--- src/rtl/bpc_pkg.sv ---
`timescale 1ns / 1ps
// ----------------------------------------------------------------------------
// bpc_pkg
// Shared types, constants, codes and helper functions of the barometric
// pressure compensation block.
// ----------------------------------------------------------------------------
package bpc_pkg;

	localparam int unsigned WORD_W = 32;
	localparam int unsigned RAW_W  = 24;
	localparam int unsigned CFG_IDX_W = 3;

	localparam logic [WORD_W-1:0] C_B6_OFS     = 32'd4000;
	localparam logic [WORD_W-1:0] C_F2_COEF    = 32'd3038;
	localparam logic [WORD_W-1:0] C_F3_COEF    = 32'hFFFF_E343;
	localparam logic [WORD_W-1:0] C_F_OFS      = 32'd3791;
	localparam logic [WORD_W-1:0] C_B7_SCALE   = 32'd50000;
	localparam logic [WORD_W-1:0] C_SIGN_BIT   = 32'h8000_0000;
	localparam logic [WORD_W-1:0] C_B4_OFS     = 32'd32768;

	typedef enum logic [CFG_IDX_W-1:0] {
		CFG_OSS     = 3'd0,
		CFG_AC1_AC2 = 3'd1,
		CFG_AC3_AC4 = 3'd2,
		CFG_AC5_AC6 = 3'd3,
		CFG_B1_B2   = 3'd4,
		CFG_MC_MD   = 3'd5
	} cfg_idx_t;

	typedef enum logic {
		KIND_TEMP  = 1'b0,
		KIND_PRESS = 1'b1
	} kind_t;

	typedef enum logic [3:0] {
		ST_IDLE,
		ST_T_MUL,
		ST_T_DIV,
		ST_P_SQ,
		ST_P_X1A,
		ST_P_X2A,
		ST_P_X1B,
		ST_P_X2B,
		ST_P_B4,
		ST_P_B7,
		ST_P_DIV,
		ST_P_F1,
		ST_P_F2,
		ST_P_F3,
		ST_DONE
	} state_t;

	typedef struct packed {
		logic             opcode;
		logic [RAW_W-1:0] raw_value;
	} in_beat_t;

	typedef struct packed {
		logic                     measurement_kind;
		logic signed [WORD_W-1:0] result_value;
		logic signed [WORD_W-1:0] b5_value;
		logic                     status;
	} out_beat_t;

	function automatic logic [WORD_W-1:0] asr(input logic [WORD_W-1:0] v,
		input logic [4:0] n);
		return $unsigned($signed(v) >>> n);
	endfunction

	function automatic logic [WORD_W-1:0] sx16(input logic [15:0] v);
		return {{16{v[15]}}, v};
	endfunction

	function automatic logic [WORD_W-1:0] zx16(input logic [15:0] v);
		return {16'd0, v};
	endfunction

endpackage

--- src/rtl/bpc_mul.sv ---
`timescale 1ns / 1ps
// ----------------------------------------------------------------------------
// bpc_mul
// Bit-serial shift-and-add multiplier giving the low word of the product,
// one multiplier bit per cycle.
// ----------------------------------------------------------------------------
module bpc_mul (
	input  logic                          clk,
	input  logic                          arst_n,
	input  logic                          start,
	input  logic [bpc_pkg::WORD_W-1:0]    a,
	input  logic [bpc_pkg::WORD_W-1:0]    b,
	output logic                          done,
	output logic [bpc_pkg::WORD_W-1:0]    product
);
	localparam int unsigned CNT_W = $clog2(bpc_pkg::WORD_W);

	logic [bpc_pkg::WORD_W-1:0] acc_q;
	logic [bpc_pkg::WORD_W-1:0] a_q;
	logic [bpc_pkg::WORD_W-1:0] b_q;
	logic [CNT_W-1:0]           cnt_q;
	logic                       busy_q;
	logic                       done_q;

	always_ff @(posedge clk or negedge arst_n) begin
		if (!arst_n) begin
			busy_q <= 1'b0;
			done_q <= 1'b0;
			cnt_q  <= '0;
		end else begin
			done_q <= 1'b0;
			if (start) begin
				busy_q <= 1'b1;
				cnt_q  <= '0;
			end else if (busy_q) begin
				cnt_q <= cnt_q + 1'b1;
				if (cnt_q == CNT_W'(bpc_pkg::WORD_W - 1)) begin
					busy_q <= 1'b0;
					done_q <= 1'b1;
				end
			end
		end
	end

	always_ff @(posedge clk) begin
		if (start) begin
			acc_q <= '0;
			a_q   <= a;
			b_q   <= b;
		end else if (busy_q) begin
			if (b_q[0]) begin
				acc_q <= acc_q + a_q;
			end
			a_q <= {a_q[bpc_pkg::WORD_W-2:0], 1'b0};
			b_q <= {1'b0, b_q[bpc_pkg::WORD_W-1:1]};
		end
	end

	assign done    = done_q;
	assign product = acc_q;
endmodule

--- config.mk ---
export PLATFORM = sky130hd
export DESIGN_NAME = bpc_mul
export DESIGN_NICKNAME = d
export VERILOG_FILES = /design/src/rtl/bpc_pkg.sv /design/src/rtl/bpc_mul.sv
export SDC_FILE = /design/constraint.sdc
export NUM_CORES = 1
export LEC_CHECK = 0
export BUFFER_PORTS_ARGS = -buffer_cell sky130_fd_sc_hd__buf_2
export CORE_ASPECT_RATIO = 0.9
export CORE_MARGIN = 3
export CORE_UTILIZATION = 60
export CTS_CLUSTER_DIAMETER = 120
export DETAILED_ROUTE_END_ITERATION = 6
export PLACE_DENSITY = 0.81
export REMOVE_ABC_BUFFERS = 1
export SLEW_MARGIN = 20
export SYNTH_ARGS = -nofsm -noshare
export SYNTH_HDL_FRONTEND = slang
export SYNTH_SLANG_ARGS = --single-unit
--- constraint.sdc ---
create_clock -name clk -period 7.1 [get_ports clk]
set_input_delay 0.71 -clock clk [delete_from_list [all_inputs] [get_ports clk]]
set_output_delay 0.71 -clock clk [all_outputs]
set_load 0.05 [all_outputs]
==> flow_metrics.tcl <==
set metrics [dict create \
    status "finished, final reports clean" \
    num_rows 33 \
    p_int_mw 1.11 \
    drtPass1Iterations 4 \
    crit_required_ps 7420 \
    place_congestion 0.909 \
    io_pins 100 \
    power_switching_mw 0.696 \
    die_width_um 110 \
    synth_mux_area_share_pct 12.8 \
    crit_top_cell "a21oi_1" \
    start_util_pct 62.9 \
    period_share_pct 41.2 \
    yosys.area_share.adder_pct 7.38 \
    ys_warn_count 0 \
    synthTopCellsByArea "edfxtp_1 (33%), mux2_2 (12%), dfxtp_1 (11%)" \
    antenna_found_initial 0 \
    synth-xor-area-share_pct 2.54 \
    grtUsageTotal_pct 24.0 \
    fin_nets 742 \
    routed_wl_mm 12.8 \
    cts_tree "yes" \
    synth-compound-area-share_pct 14.1 \
    die_h_um 99.8 \
    fillCellCount 722 \
    clkLatencyLatePin_ps 370 \
    grt_pass1_wl_mm 20.7 \
    synth_top_area_share_pct 32.8 \
    crit_path_end_kind "register" \
    core_area_um2 9330 \
    start_kind "register" \
    vdd_drop_max_v 0.000203 \
    ant_nets 0 \
    synth_area_um2 5870 \
    area_growth_pct 12.8 \
    grt_pass1_vias 4358 \
    worst_pin_slew_ps 825 \
    ys_seq_elements 103 \
    min_period_ps 2920 \
    synth_cell_types 58 \
    drv_cap 0 \
    cts-resized-gates 0 \
    io_buffers 99 \
    hold_buffers 0 \
    p_leak_nw 2.92 \
    fin_tns_setup_ps 0 \
    pwr-share-clk_pct 19.7 \
    drv_slew 0 \
    cts_buffers 9 \
    path_clk_slew_ps 110 \
    grt_max_degree 64 \
    clk_path_buf_depth 2 \
    crit_fanout 4 \
    via_per_inst 5.89 \
    netlist_instances 553 \
    synth_flop_cell "edfxtp_1" \
    slowest_stage "fa_1" \
    routedWlPerCell_um 16.7 \
    synth_edf_count 64 \
    post-route-drc-count 0 \
    swShare_pct 38.6 \
    setup_viol 0 \
    synth_top_area_cell "edfxtp_1" \
    criticalPathCategory "reg -> reg" \
    rsz0062_at_grt "false" \
    vias 4522 \
    mostFrequentLayoutCells "buf_2 (98), nand2_1 (67), edfxtp_1 (64)" \
    cts_num_sinks 103 \
    async_flop_share_pct 6.80 \
    drive_gt1_share_pct 29.6 \
    grt_overflow 0 \
    hold_path.class "in -> async" \
    avgSynthCellArea_um2 10.6 \
    die-area_um2 11000 \
    crit_chain "ha_1 > fa_1 > a21oi_1 > o2bb2ai_1 > o211a_1 > o211ai_1 > a211o_1 > a21oi_1 > or3_1 > nand3_1" \
    cp_slowest_stage_delay_ps 420 \
    ys_seq_area_share_pct 46.7 \
    finalHoldViolations 0 \
    layout_commonest_cell "buf_2" \
    pwr-share-seq_pct 42.4 \
    drtIter0Drc 239 \
    cts_root_buffer "clkbuf_8" \
    cts_setup_buffers 0 \
    skew_ps 10.5 \
    synth-simple-area-share_pct 14.2 \
    powerDensity_nw_per_um2 272 \
    relSlewSlack_pct 44.8 \
    h-tree-depth 3 \
    critPathArrivalTime_ps 3240 \
    totalPowerFinal_mw 1.80 \
    synth_top_family_by_area "simple AND/OR/NAND/NOR gates" \
    hpwlAfterDp_mm 9.25 \
    comb_power_share_pct 38.0 \
    fmax_mhz 342 \
]
[synthesized netlist by cell type, types with 2 or more instances]
library cell  count
nand2_1          68
edfxtp_1         64
mux2_2           62
a21oi_1          54
ha_1             33
dfxtp_1          32
nor2_1           22
clkbuf_1         19
nand3_1          16
o21ai_0          16
nor3_1           15
a21o_1           14
xnor2_1          11
nor2b_1           9
and3_1            8
nand3b_1          8
dfrtp_1           7
o21ai_1           7
a211oi_1          6
a31oi_1           6
and2_1            6
inv_1             6
xor2_1            6
mux2i_1           4
nand4_1           4
o211ai_1          4
buf_2             3
o21bai_1          3
or3_1             3
a2111oi_0         2
a211o_1           2
a21oi_2           2
buf_1             2
buf_6             2
nand2b_1          2
o211a_1           2
o21a_1            2
[state kept, by name (all words and copies together), names as in the netlist]
register,cells
a_q,32
done,1
product,32
b_q,32
cnt_q,5
busy_q,1
[power by group through the flow]
stage          registers, mW  clock network, mW  logic, mW
4_1_cts                0.764              0.366      0.680
3_5_place_dp           0.777                  0      0.676
2_1_floorplan          0.890                  0      0.395
3_3_place_gp           0.773                  0      0.662
6_report               0.763              0.354      0.685
5_1_grt                0.773              0.389      0.748
[per-layer routing]
metal  global-route usage (%)  vias up  wire (um)
li1                         -     2234          -
met1                     31.2     2151       5830
met2                     39.0      121       6010
met3                     7.01       16        772
met4                     7.20        0        223
met5                        0        -          0
[critical path: cells and delay by family, from the launching register on]
kind	cells	cell delay, ps
DFF	1	410
AOI/OAI and AO/OA	6	1320
and+or+nand+nor	2	490
adders and majority gates	2	650
[path summary, 6_finish.rpt]
| kind | slack, ps | to | start | cells past startpoint |
|---|---|---|---|---|
| max | 4180 | product[30] | a_q[0] | 10 |
| min | 160 | done | arst_n | 1 |
| max reg2reg | 4180 | product[30] | a_q[0] | 10 |
| min reg2reg | 480 | product[12] | product[12] | 2 |
| max in group asynchronous | 6790 | cnt_q[0] | arst_n | 1 |
| min in group clk | 480 | product[12] | product[12] | 2 |
[logic make-up after synthesis]
| group | Yosys count |
|---|---|
| DFF | 103 |
| xor gates and xnor gates | 17 |
| muxes | 67 |
| buffers and inverters | 32 |
| adders and majority gates | 34 |
| AOI/OAI and AO/OA | 130 |
| and+or+nand+nor | 170 |
[stage by stage]
stage | instance area [um^2] | hold slack [ps] | std cells | setup slack (ps) | utilization (%)
after global routing | 6620 | 152 | 767 | 4070 | 70.9
final | 6620 | 156 | 768 | 4180 | 70.9
after floorplan | 5750 | 414 | 527 | 4330 | -
after CTS | 6620 | 139 | 767 | 4230 | 70.9
after detailed placement | 6430 | 461 | 752 | 3990 | 69.0
after global placement | 6430 | 457 | 752 | 4110 | 69.0
[area by class of cell]
class | count | area (um^2) | share of cell area (%)
Antenna cell | 1 | 2.50 | 0.0378
Multi-Input combinational cell | 418 | 2990 | 45.2
Tap cell | 122 | 153 | 2.31
Inverter | 6 | 22.5 | 0.340
Timing Repair Buffer | 103 | 528 | 7.98
Clock buffer | 9 | 124 | 1.87
Clock inverter | 6 | 57.6 | 0.870
Sequential cell | 103 | 2740 | 41.4
Power figures use the tool's default switching activity.
