===== src/rtl/bpc_pkg.sv =====
`timescale 1ns / 1ps
// ----------------------------------------------------------------------------
// bpc_pkg
// Shared types, constants, codes and helper functions of the barometric
// pressure compensation block.
// ----------------------------------------------------------------------------
package bpc_pkg;

	localparam int unsigned WORD_W = 32;
	localparam int unsigned RAW_W  = 24;
	localparam int unsigned CFG_IDX_W = 3;

	localparam logic [WORD_W-1:0] C_B6_OFS     = 32'd4000;
	localparam logic [WORD_W-1:0] C_F2_COEF    = 32'd3038;
	localparam logic [WORD_W-1:0] C_F3_COEF    = 32'hFFFF_E343;
	localparam logic [WORD_W-1:0] C_F_OFS      = 32'd3791;
	localparam logic [WORD_W-1:0] C_B7_SCALE   = 32'd50000;
	localparam logic [WORD_W-1:0] C_SIGN_BIT   = 32'h8000_0000;
	localparam logic [WORD_W-1:0] C_B4_OFS     = 32'd32768;

	typedef enum logic [CFG_IDX_W-1:0] {
		CFG_OSS     = 3'd0,
		CFG_AC1_AC2 = 3'd1,
		CFG_AC3_AC4 = 3'd2,
		CFG_AC5_AC6 = 3'd3,
		CFG_B1_B2   = 3'd4,
		CFG_MC_MD   = 3'd5
	} cfg_idx_t;

	typedef enum logic {
		KIND_TEMP  = 1'b0,
		KIND_PRESS = 1'b1
	} kind_t;

	typedef enum logic [3:0] {
		ST_IDLE,
		ST_T_MUL,
		ST_T_DIV,
		ST_P_SQ,
		ST_P_X1A,
		ST_P_X2A,
		ST_P_X1B,
		ST_P_X2B,
		ST_P_B4,
		ST_P_B7,
		ST_P_DIV,
		ST_P_F1,
		ST_P_F2,
		ST_P_F3,
		ST_DONE
	} state_t;

	typedef struct packed {
		logic             opcode;
		logic [RAW_W-1:0] raw_value;
	} in_beat_t;

	typedef struct packed {
		logic                     measurement_kind;
		logic signed [WORD_W-1:0] result_value;
		logic signed [WORD_W-1:0] b5_value;
		logic                     status;
	} out_beat_t;

	function automatic logic [WORD_W-1:0] asr(input logic [WORD_W-1:0] v,
		input logic [4:0] n);
		return $unsigned($signed(v) >>> n);
	endfunction

	function automatic logic [WORD_W-1:0] sx16(input logic [15:0] v);
		return {{16{v[15]}}, v};
	endfunction

	function automatic logic [WORD_W-1:0] zx16(input logic [15:0] v);
		return {16'd0, v};
	endfunction

endpackage


===== src/rtl/bpc_div.sv =====
`timescale 1ns / 1ps
// ----------------------------------------------------------------------------
// bpc_div
// Bit-serial restoring divider for unsigned words, one quotient bit per
// cycle.
// ----------------------------------------------------------------------------
module bpc_div (
	input  logic                          clk,
	input  logic                          arst_n,
	input  logic                          start,
	input  logic [bpc_pkg::WORD_W-1:0]    num,
	input  logic [bpc_pkg::WORD_W-1:0]    den,
	output logic                          done,
	output logic [bpc_pkg::WORD_W-1:0]    quotient
);
	localparam int unsigned CNT_W = $clog2(bpc_pkg::WORD_W);

	logic [bpc_pkg::WORD_W-1:0] quo_q;
	logic [bpc_pkg::WORD_W-1:0] rem_q;
	logic [bpc_pkg::WORD_W-1:0] den_q;
	logic [CNT_W-1:0]           cnt_q;
	logic                       busy_q;
	logic                       done_q;
	logic [bpc_pkg::WORD_W:0]   rem_sh;
	logic [bpc_pkg::WORD_W:0]   diff;

	assign rem_sh = {rem_q, quo_q[bpc_pkg::WORD_W-1]};
	assign diff   = rem_sh - {1'b0, den_q};

	always_ff @(posedge clk or negedge arst_n) begin
		if (!arst_n) begin
			busy_q <= 1'b0;
			done_q <= 1'b0;
			cnt_q  <= '0;
		end else begin
			done_q <= 1'b0;
			if (start) begin
				busy_q <= 1'b1;
				cnt_q  <= '0;
			end else if (busy_q) begin
				cnt_q <= cnt_q + 1'b1;
				if (cnt_q == CNT_W'(bpc_pkg::WORD_W - 1)) begin
					busy_q <= 1'b0;
					done_q <= 1'b1;
				end
			end
		end
	end

	always_ff @(posedge clk) begin
		if (start) begin
			quo_q <= num;
			rem_q <= '0;
			den_q <= den;
		end else if (busy_q) begin
			if (!diff[bpc_pkg::WORD_W]) begin
				rem_q <= diff[bpc_pkg::WORD_W-1:0];
				quo_q <= {quo_q[bpc_pkg::WORD_W-2:0], 1'b1};
			end else begin
				rem_q <= rem_sh[bpc_pkg::WORD_W-1:0];
				quo_q <= {quo_q[bpc_pkg::WORD_W-2:0], 1'b0};
			end
		end
	end

	assign done     = done_q;
	assign quotient = quo_q;
endmodule


===== config.mk =====
export PLATFORM = sky130hd
export DESIGN_NAME = bpc_div
export DESIGN_NICKNAME = d
export VERILOG_FILES = /design/src/rtl/bpc_pkg.sv /design/src/rtl/bpc_div.sv
export SDC_FILE = /design/constraint.sdc
export NUM_CORES = 1
export LEC_CHECK = 0
export ABC_AREA = 0
export ABC_CLOCK_PERIOD_IN_PS = 4900
export BUFFER_PORTS_ARGS = -buffer_cell sky130_fd_sc_hd__clkbuf_2
export CELL_PAD_IN_SITES_DETAIL_PLACEMENT = 0
export CELL_PAD_IN_SITES_GLOBAL_PLACEMENT = 1
export CORE_MARGIN = 1.5
export CORE_UTILIZATION = 48
export DETAILED_ROUTE_END_ITERATION = 7
export PLACE_DENSITY_LB_ADDON = 0.1
export SLEW_MARGIN = 15
export SYNTH_ARGS = -nofsm -noshare
export SYNTH_HDL_FRONTEND = slang
export SYNTH_SLANG_ARGS = --single-unit

===== constraint.sdc =====
create_clock -name clk -period 4.9 [get_ports clk]
set_input_delay 0.245 -clock clk [delete_from_list [all_inputs] [get_ports clk]]
set_output_delay 0.245 -clock clk [all_outputs]
set_load 0.02 [all_outputs]

==> results of run 1 <==
[synthesized netlist by cell type (11+ instances only)]
library cell	instances
ha_1	34
a21oi_1	37
a21o_1	14
nand2_1	66
a311oi_2	11
mux2_2	31
clkbuf_1	12
xor2_1	11
nor2_1	45
o21ai_0	13
inv_1	44
xnor2_1	16
dfxtp_1	32
edfxtp_1	64
[logic make-up after synthesis]
group,count (synthesis),synth area share (%)
buffers and inverters,68,5.804
flip-flops,103,45.68
AO/OA/AOI/OAI,141,18.62
AND/OR/NAND/NOR,156,11.86
adder cells (fa/ha/maj),35,7.432
XOR/XNOR,27,3.946
multiplexers,36,6.660
[final cells by class]
type | instances | area, µm² | area share [%]
clock inverters | 7 | 83.83 | 1.222
clock buffers | 9 | 225.2 | 3.282
flip-flops and latches | 103 | 2739 | 39.92
multi-input cells | 395 | 2908 | 42.38
repair buffers | 103 | 530.5 | 7.732
inverters | 44 | 165.2 | 2.407
well taps | 168 | 210.2 | 3.063
[sequential cells by signal (all words and copies together) (netlist names)]
name and cells:
rem_q 32, quotient 32, cnt_q 5, busy_q 1, done 1, den_q 32
[worst max path at each step]
stage / from / end / slack (ns) / depth (start not counted)
after floorplan: quotient[31]$_DFFE_PP_ / rem_q[5]$_SDFFE_PP0P_ / 2.10 / 11
after CTS: quotient[31]$_DFFE_PP_ / rem_q[31]$_SDFFE_PP0P_ / 1.45 / 12
after global placement: quotient[31]$_DFFE_PP_ / rem_q[31]$_SDFFE_PP0P_ / 1.57 / 12
after global routing: quotient[31]$_DFFE_PP_ / rem_q[31]$_SDFFE_PP0P_ / 1.17 / 12
after detailed placement: quotient[31]$_DFFE_PP_ / rem_q[18]$_SDFFE_PP0P_ / 1.48 / 12
final: quotient[31]$_DFFE_PP_ / rem_q[31]$_SDFFE_PP0P_ / 1.47 / 12
[power by group]
part	switching [µW]	leakage (µW)	total, µW	internal, µW
Sequential	24.0	0.00100	1000	979
Clock	349	0.000155	758	408
Combinational	144	0.00197	254	110
[critical path: stages, from the launching register on]
cell,delay [ns]
edfxtp_1,0.42
inv_1,0.08
ha_1,0.18
fa_1,0.22
nor2b_1,0.07
o31a_1,0.28
o31ai_2,0.30
a22oi_4,0.15
o211a_4,0.30
o211ai_4,0.83
and3_2,0.30
a21oi_1,0.04
o32ai_1,0.14
[repair_timing]
item | 4_1_cts | 5_1_grt
buffers inserted | 0 | 0
hold endpoints to repair | 7 | 0
hold buffers | 1 | 0
[layer usage]
| metal | global-route usage, % | wire length (µm) | up-vias |
|---|---|---|---|
| li1 | - | - | 2250 |
| met4 | 5.514 | 124 | 0 |
| met5 | 0 | 0 | - |
| met3 | 5.799 | 570 | 11 |
| met1 | 24.95 | 5693 | 2111 |
| met2 | 33.33 | 5971 | 82 |
[metrics by stage]
| stage | hold WS [ns] | instances | util (%) |
|---|---|---|---|
| after detailed placement | 0.09421 | 812 | 54.02 |
| after global routing | 0.04089 | 829 | 56.65 |
| final | 0.05635 | 829 | 56.65 |
| after CTS | 0.04516 | 829 | 56.65 |
| after floorplan | -0.05059 | 566 | - |
| after global placement | 0.08870 | 812 | 54.02 |
==> reports/results.ini, run 1 <==
[drt]
final_antenna_net_count = 0
avgRoutedWirePerCell_um = 14.91
drt_iter0_drc = 230
drc = 0
viasPerCell = 5.373
drt-total-wl_um = 12360
vias = 4454
drtPass1Iterations = 4

[clocking]
cts_made_buffers = 9
clk_latency_ns = 0.36
cts_sinks = 103
cts_tree = yes
cts_root_buffer = clkbuf_16
path_clk_slew_ns = 0.08
h-tree-depth = 3
cts_resized = 0
clk_path_buf_depth = 2

[sta]
fin_tns_setup_ns = 0
rsz0062_at_grt = false
period_minus_slack_ns = 3.432
hold_viol = 0
maxSlewHeadroom_pct = 30.20
setup_viol = 0
finalCritPeriodShare_pct = 70.04
worst_slack_ns = 1.468
fmax_mhz = 291.4
drv_slew = 0
finClkSkew_ns = 0.01159
worst_slew_pin_slew_ns = 1.042

[worst_setup_path]
timing.rr.end = rem_q[31]$_SDFFE_PP0P_
reg2reg_depth = 12
crit_path_end_kind = flip-flop
rrSetupSlack_ns = 1.47
path_max_fanout = 36
cp-start-kind = flip-flop
worstPathArrival_ns = 3.68
crit_type = flip-flop to flip-flop
required_ns = 5.15
reg2reg_from = quotient[31]$_DFFE_PP_

[floorplanning]
num_io_pins = 100
start_util_pct = 49.48
core_area_um2 = 12110
rows = 40
die_area_um2 = 13170
die_h_um = 114.7
die_w_um = 114.7

[final_layout]
drive_gt1_share_pct = 27.69
synthToLayoutAreaGrowth_pct = 14.49
fin_area_um2 = 6862
n_fill_cell = 1090
layout_common_cells = clkbuf_2, nand2_1, edfxtp_1
final_nets = 758
diodes = 0
final_common_cell = clkbuf_2

[power]
p_total_uw = 2015
p_per_area_nw_per_um2 = 293.7
power_leakage_uw = 0.003132
ir_worst_vdd_uv = 264.4

[synthesis]
synth_area_leaders = edfxtp_1, dfxtp_1, ha_1, mux2_2, nand2_1
synth_ff_type = edfxtp_1
async_reset_ff_share_pct = 6.796
ys_warn_count = 0
yosysUniqueCellTypes = 65
synth_nets = 668
avgSynthCellArea_um2 = 10.59
yosysTopAreaCellShare_pct = 32.07
syn_area_um2 = 5993
synthCells = 566
synth_top_area_cell = edfxtp_1
synth-edff-count = 64
ys_seq_elements = 103
synth-seq-area-share_pct = 45.68

[global_routing]
grt_max_degree = 56
antenna_found_initial = 0
grt-ovfl-total = 0
grt_pass1_wl_um = 20610
grt_pass1_vias = 4383
grt_usage_pct = 19.78

[min_path]
hold_end = den_q[27]$_DFFE_PP_
hold_depth = 1
hp-class = input port to flip-flop
min_from = den[27]

[placed_design]
numPortBuffers = 99
place_hpwl_um = 8761
place_congestion = 0.8045
dp_worst_setup_slack_ns = 1.476
place_area_um2 = 6543

[job]
maxCapViolCount = 0

[outcome]
outcome = complete, no violations

Power figures use the tool's default switching activity.
==> run 2, diff against run 1 <==
Settings changed: ABC_CLOCK_PERIOD_IN_PS 4900 to 2950, CORE_UTILIZATION 48 to 40.
Clock period 4.9 ns to 2.95 ns, I/O delays scaled along.
==> run 2 against run 1 <==
  * Clock-buffer cell count stayed put
  * Setup slack got worse by 1.3 ns
  * Register-to-register slack worse by 1.3 ns
  * Clock skew down 0.0052 ns
  * Combinational power rose by 87%
  * Via count rose by 4.0%
  * Total power increased by 71%
  * Clock power rose by 72%
  * Sequential power rose by 67%
  * Routed wire length rose by 11%
==> reports/results.ini, run 2 (synthesis results as in run 1) <==
[final_layout]
fin_area_um2 = 7428  ; +8.3%
final_util_pct = 50.92  ; -5.7 points
n_fill_cell = 1326  ; +22%
final_nets = 807  ; +6.5%
final_common_cell = clkbuf_2
seq_area_um2 = 2739  ; unchanged
multi_input_area_um2 = 2957  ; +1.7%
drive_gt1_share_pct = 29.01  ; +1.3 points
diodes = 0  ; unchanged
synthToLayoutAreaGrowth_pct = 23.95
layout_common_cells = clkbuf_2, nand2_1, edfxtp_1

[drt]
drt_iter0_drc = 234  ; +1.7%
avgRoutedWirePerCell_um = 15.37  ; +3.1%
vias = 4633  ; +4.0%
drt-total-wl_um = 13740  ; +11%
viasPerCell = 5.182  ; -3.5%
drc = 0  ; unchanged
final_antenna_net_count = 0  ; unchanged
drtPass1Iterations = 4  ; unchanged

[sta]
worst_slew_pin_slew_ns = 0.5586  ; -0.4835 ns
fin_tns_setup_ns = 0  ; unchanged
finClkSkew_ns = 0.006432  ; -0.005160 ns
period_minus_slack_ns = 2.826  ; -0.6063 ns
drv_slew = 0  ; unchanged
finalCritPeriodShare_pct = 95.79  ; +26 points
hold_viol = 0  ; unchanged
maxSlewHeadroom_pct = 62.72  ; +33 points
rsz0062_at_grt = false
setup_viol = 0  ; unchanged
fmax_mhz = 353.9  ; +21%

[global_routing]
met1_usage_pct = 23.00  ; -1.9 points
grt_pass1_vias = 4673  ; +6.6%
busiest_layer = met2
antenna_found_initial = 0  ; unchanged
grt-ovfl-total = 0  ; unchanged
grt_max_degree = 70  ; +25%
grt_use_met2_pct = 30.02  ; -3.3 points
use_met3_pct = 4.621  ; -1.2 points
grt_pass1_wl_um = 22680  ; +10%
grt_usage_pct = 17.90  ; -1.9 points

[power]
seqPwrFrac_pct = 48.4  ; -1.4 points
switchingPower_uw = 905.9  ; +75%
p_sw_share_pct = 26.33  ; +0.64 points
p_per_area_nw_per_um2 = 463.1  ; +58%
power.clock.fraction_pct = 37.7  ; about the same
combPwrFrac_pct = 13.8  ; +1.2 points
ir_worst_vdd_uv = 309.4  ; +17%
power_leakage_uw = 0.003362  ; +7.3%
p_int_uw = 2534  ; +69%

[min_path]
hp-class = input port to flip-flop
hold_end = quotient[18]$_DFFE_PP_
hold_depth = 2  ; +1
min_from = num[18]

[outcome]
outcome = complete, no violations

[worst_setup_path]
timing.rr.end = rem_q[18]$_SDFFE_PP0P_
crit_type = flip-flop to flip-flop
rrSetupSlack_ns = 0.12  ; -1.34 ns
cp-start-kind = flip-flop
required_ns = 3.18  ; -1.97 ns
reg2reg_from = quotient[31]$_DFFE_PP_
reg2reg_depth = 13  ; +1
worstPathArrival_ns = 3.06  ; -0.62 ns
path_max_fanout = 17  ; -53%
crit_path_end_kind = flip-flop

[clocking]
clk_latency_ns = 0.36  ; about the same
cts_sinks = 103  ; unchanged
cts_root_buffer = clkbuf_16
path_clk_slew_ns = 0.08  ; about the same
cts_tree = yes
h-tree-depth = 3  ; unchanged
cts_made_buffers = 9  ; unchanged
clk_path_buf_depth = 2  ; unchanged

[floorplanning]
die_area_um2 = 15730  ; +19%
rows = 44  ; +10%
core_area_um2 = 14590  ; +20%
num_io_pins = 100  ; unchanged
start_util_pct = 41.08  ; -8.4 points
die_h_um = 125.4  ; +9.3%
die_w_um = 125.4  ; +9.3%

[job]
maxCapViolCount = 0  ; unchanged

[placed_design]
numPortBuffers = 99  ; unchanged
place_hpwl_um = 9882  ; +13%
place_congestion = 0.8075  ; +0.37%
place_area_um2 = 6700  ; +2.4%

[run 2: worst max-delay path by stage]
stage	cells after the start	start	end	slack, ns
2_1_floorplan	11	quotient[31]$_DFFE_PP_	rem_q[5]$_SDFFE_PP0P_	0.15
3_3_place_gp	13	quotient[31]$_DFFE_PP_	rem_q[18]$_SDFFE_PP0P_	0.14
4_1_cts	13	quotient[31]$_DFFE_PP_	rem_q[18]$_SDFFE_PP0P_	0.02
3_5_place_dp	13	quotient[31]$_DFFE_PP_	rem_q[18]$_SDFFE_PP0P_	0.04
5_1_grt	13	quotient[31]$_DFFE_PP_	rem_q[18]$_SDFFE_PP0P_	0.002
6_report	13	quotient[31]$_DFFE_PP_	rem_q[18]$_SDFFE_PP0P_	0.12
[run 2: metal layers]
layer,vias up,wire [µm]
li1,2344,-
met1,2190,6410
met2,90,6646
met3,9,549
met4,0,137
met5,-,0
[run 2: power by group through the flow]
stage / sequential, µW / combinational (µW) / clock (µW)
after floorplan: 1750 / 228 / 0
after global placement: 1700 / 431 / 0
after detailed placement: 1700 / 438 / 0
after CTS: 1670 / 474 / 1340
after global routing: 1680 / 523 / 1390
final: 1670 / 475 / 1300
[run 2: per-stage QoR]
step	std cells	hold WS [ns]	total power, µW	setup slack, ns
floorplan	566	-0.1481	1976	0.1462
global placement	843	-0.005665	2128	0.1351
detailed placement	843	-0.002798	2137	0.04004
CTS	892	0.06909	3485	0.02276
global route	894	0.06474	3590	0.002265
finish	894	0.08260	3440	0.1242
[run 2: layout make-up]
class / count / share of cell area (%)
Multi-Input combinational cell: 395 / 39.80
Sequential cell: 103 / 36.87
Timing Repair Buffer: 152 / 13.61
Tap cell: 184 / 3.099
Clock buffer: 9 / 3.032
Inverter: 44 / 2.223
Clock inverter: 7 / 1.364
[run 2: worst max-delay path, stage by stage (launching register included)]
cell	delay, ns
edfxtp_1	0.38
inv_1	0.07
ha_2	0.19
fa_2	0.23
nor2b_2	0.05
o31a_1	0.33
o31ai_4	0.24
a22oi_4	0.12
o211a_4	0.28
o211ai_4	0.27
buf_12	0.20
a21oi_1	0.05
a211oi_1	0.21
nor3_1	0.07
[run 2: what timing repair did]
item                                    CTS  global route
resized for setup                         0            15
buffers inserted                          0             2
hold endpoints to repair                 39             0
endpoints found under the setup margin    0            29
hold buffers                             33             0
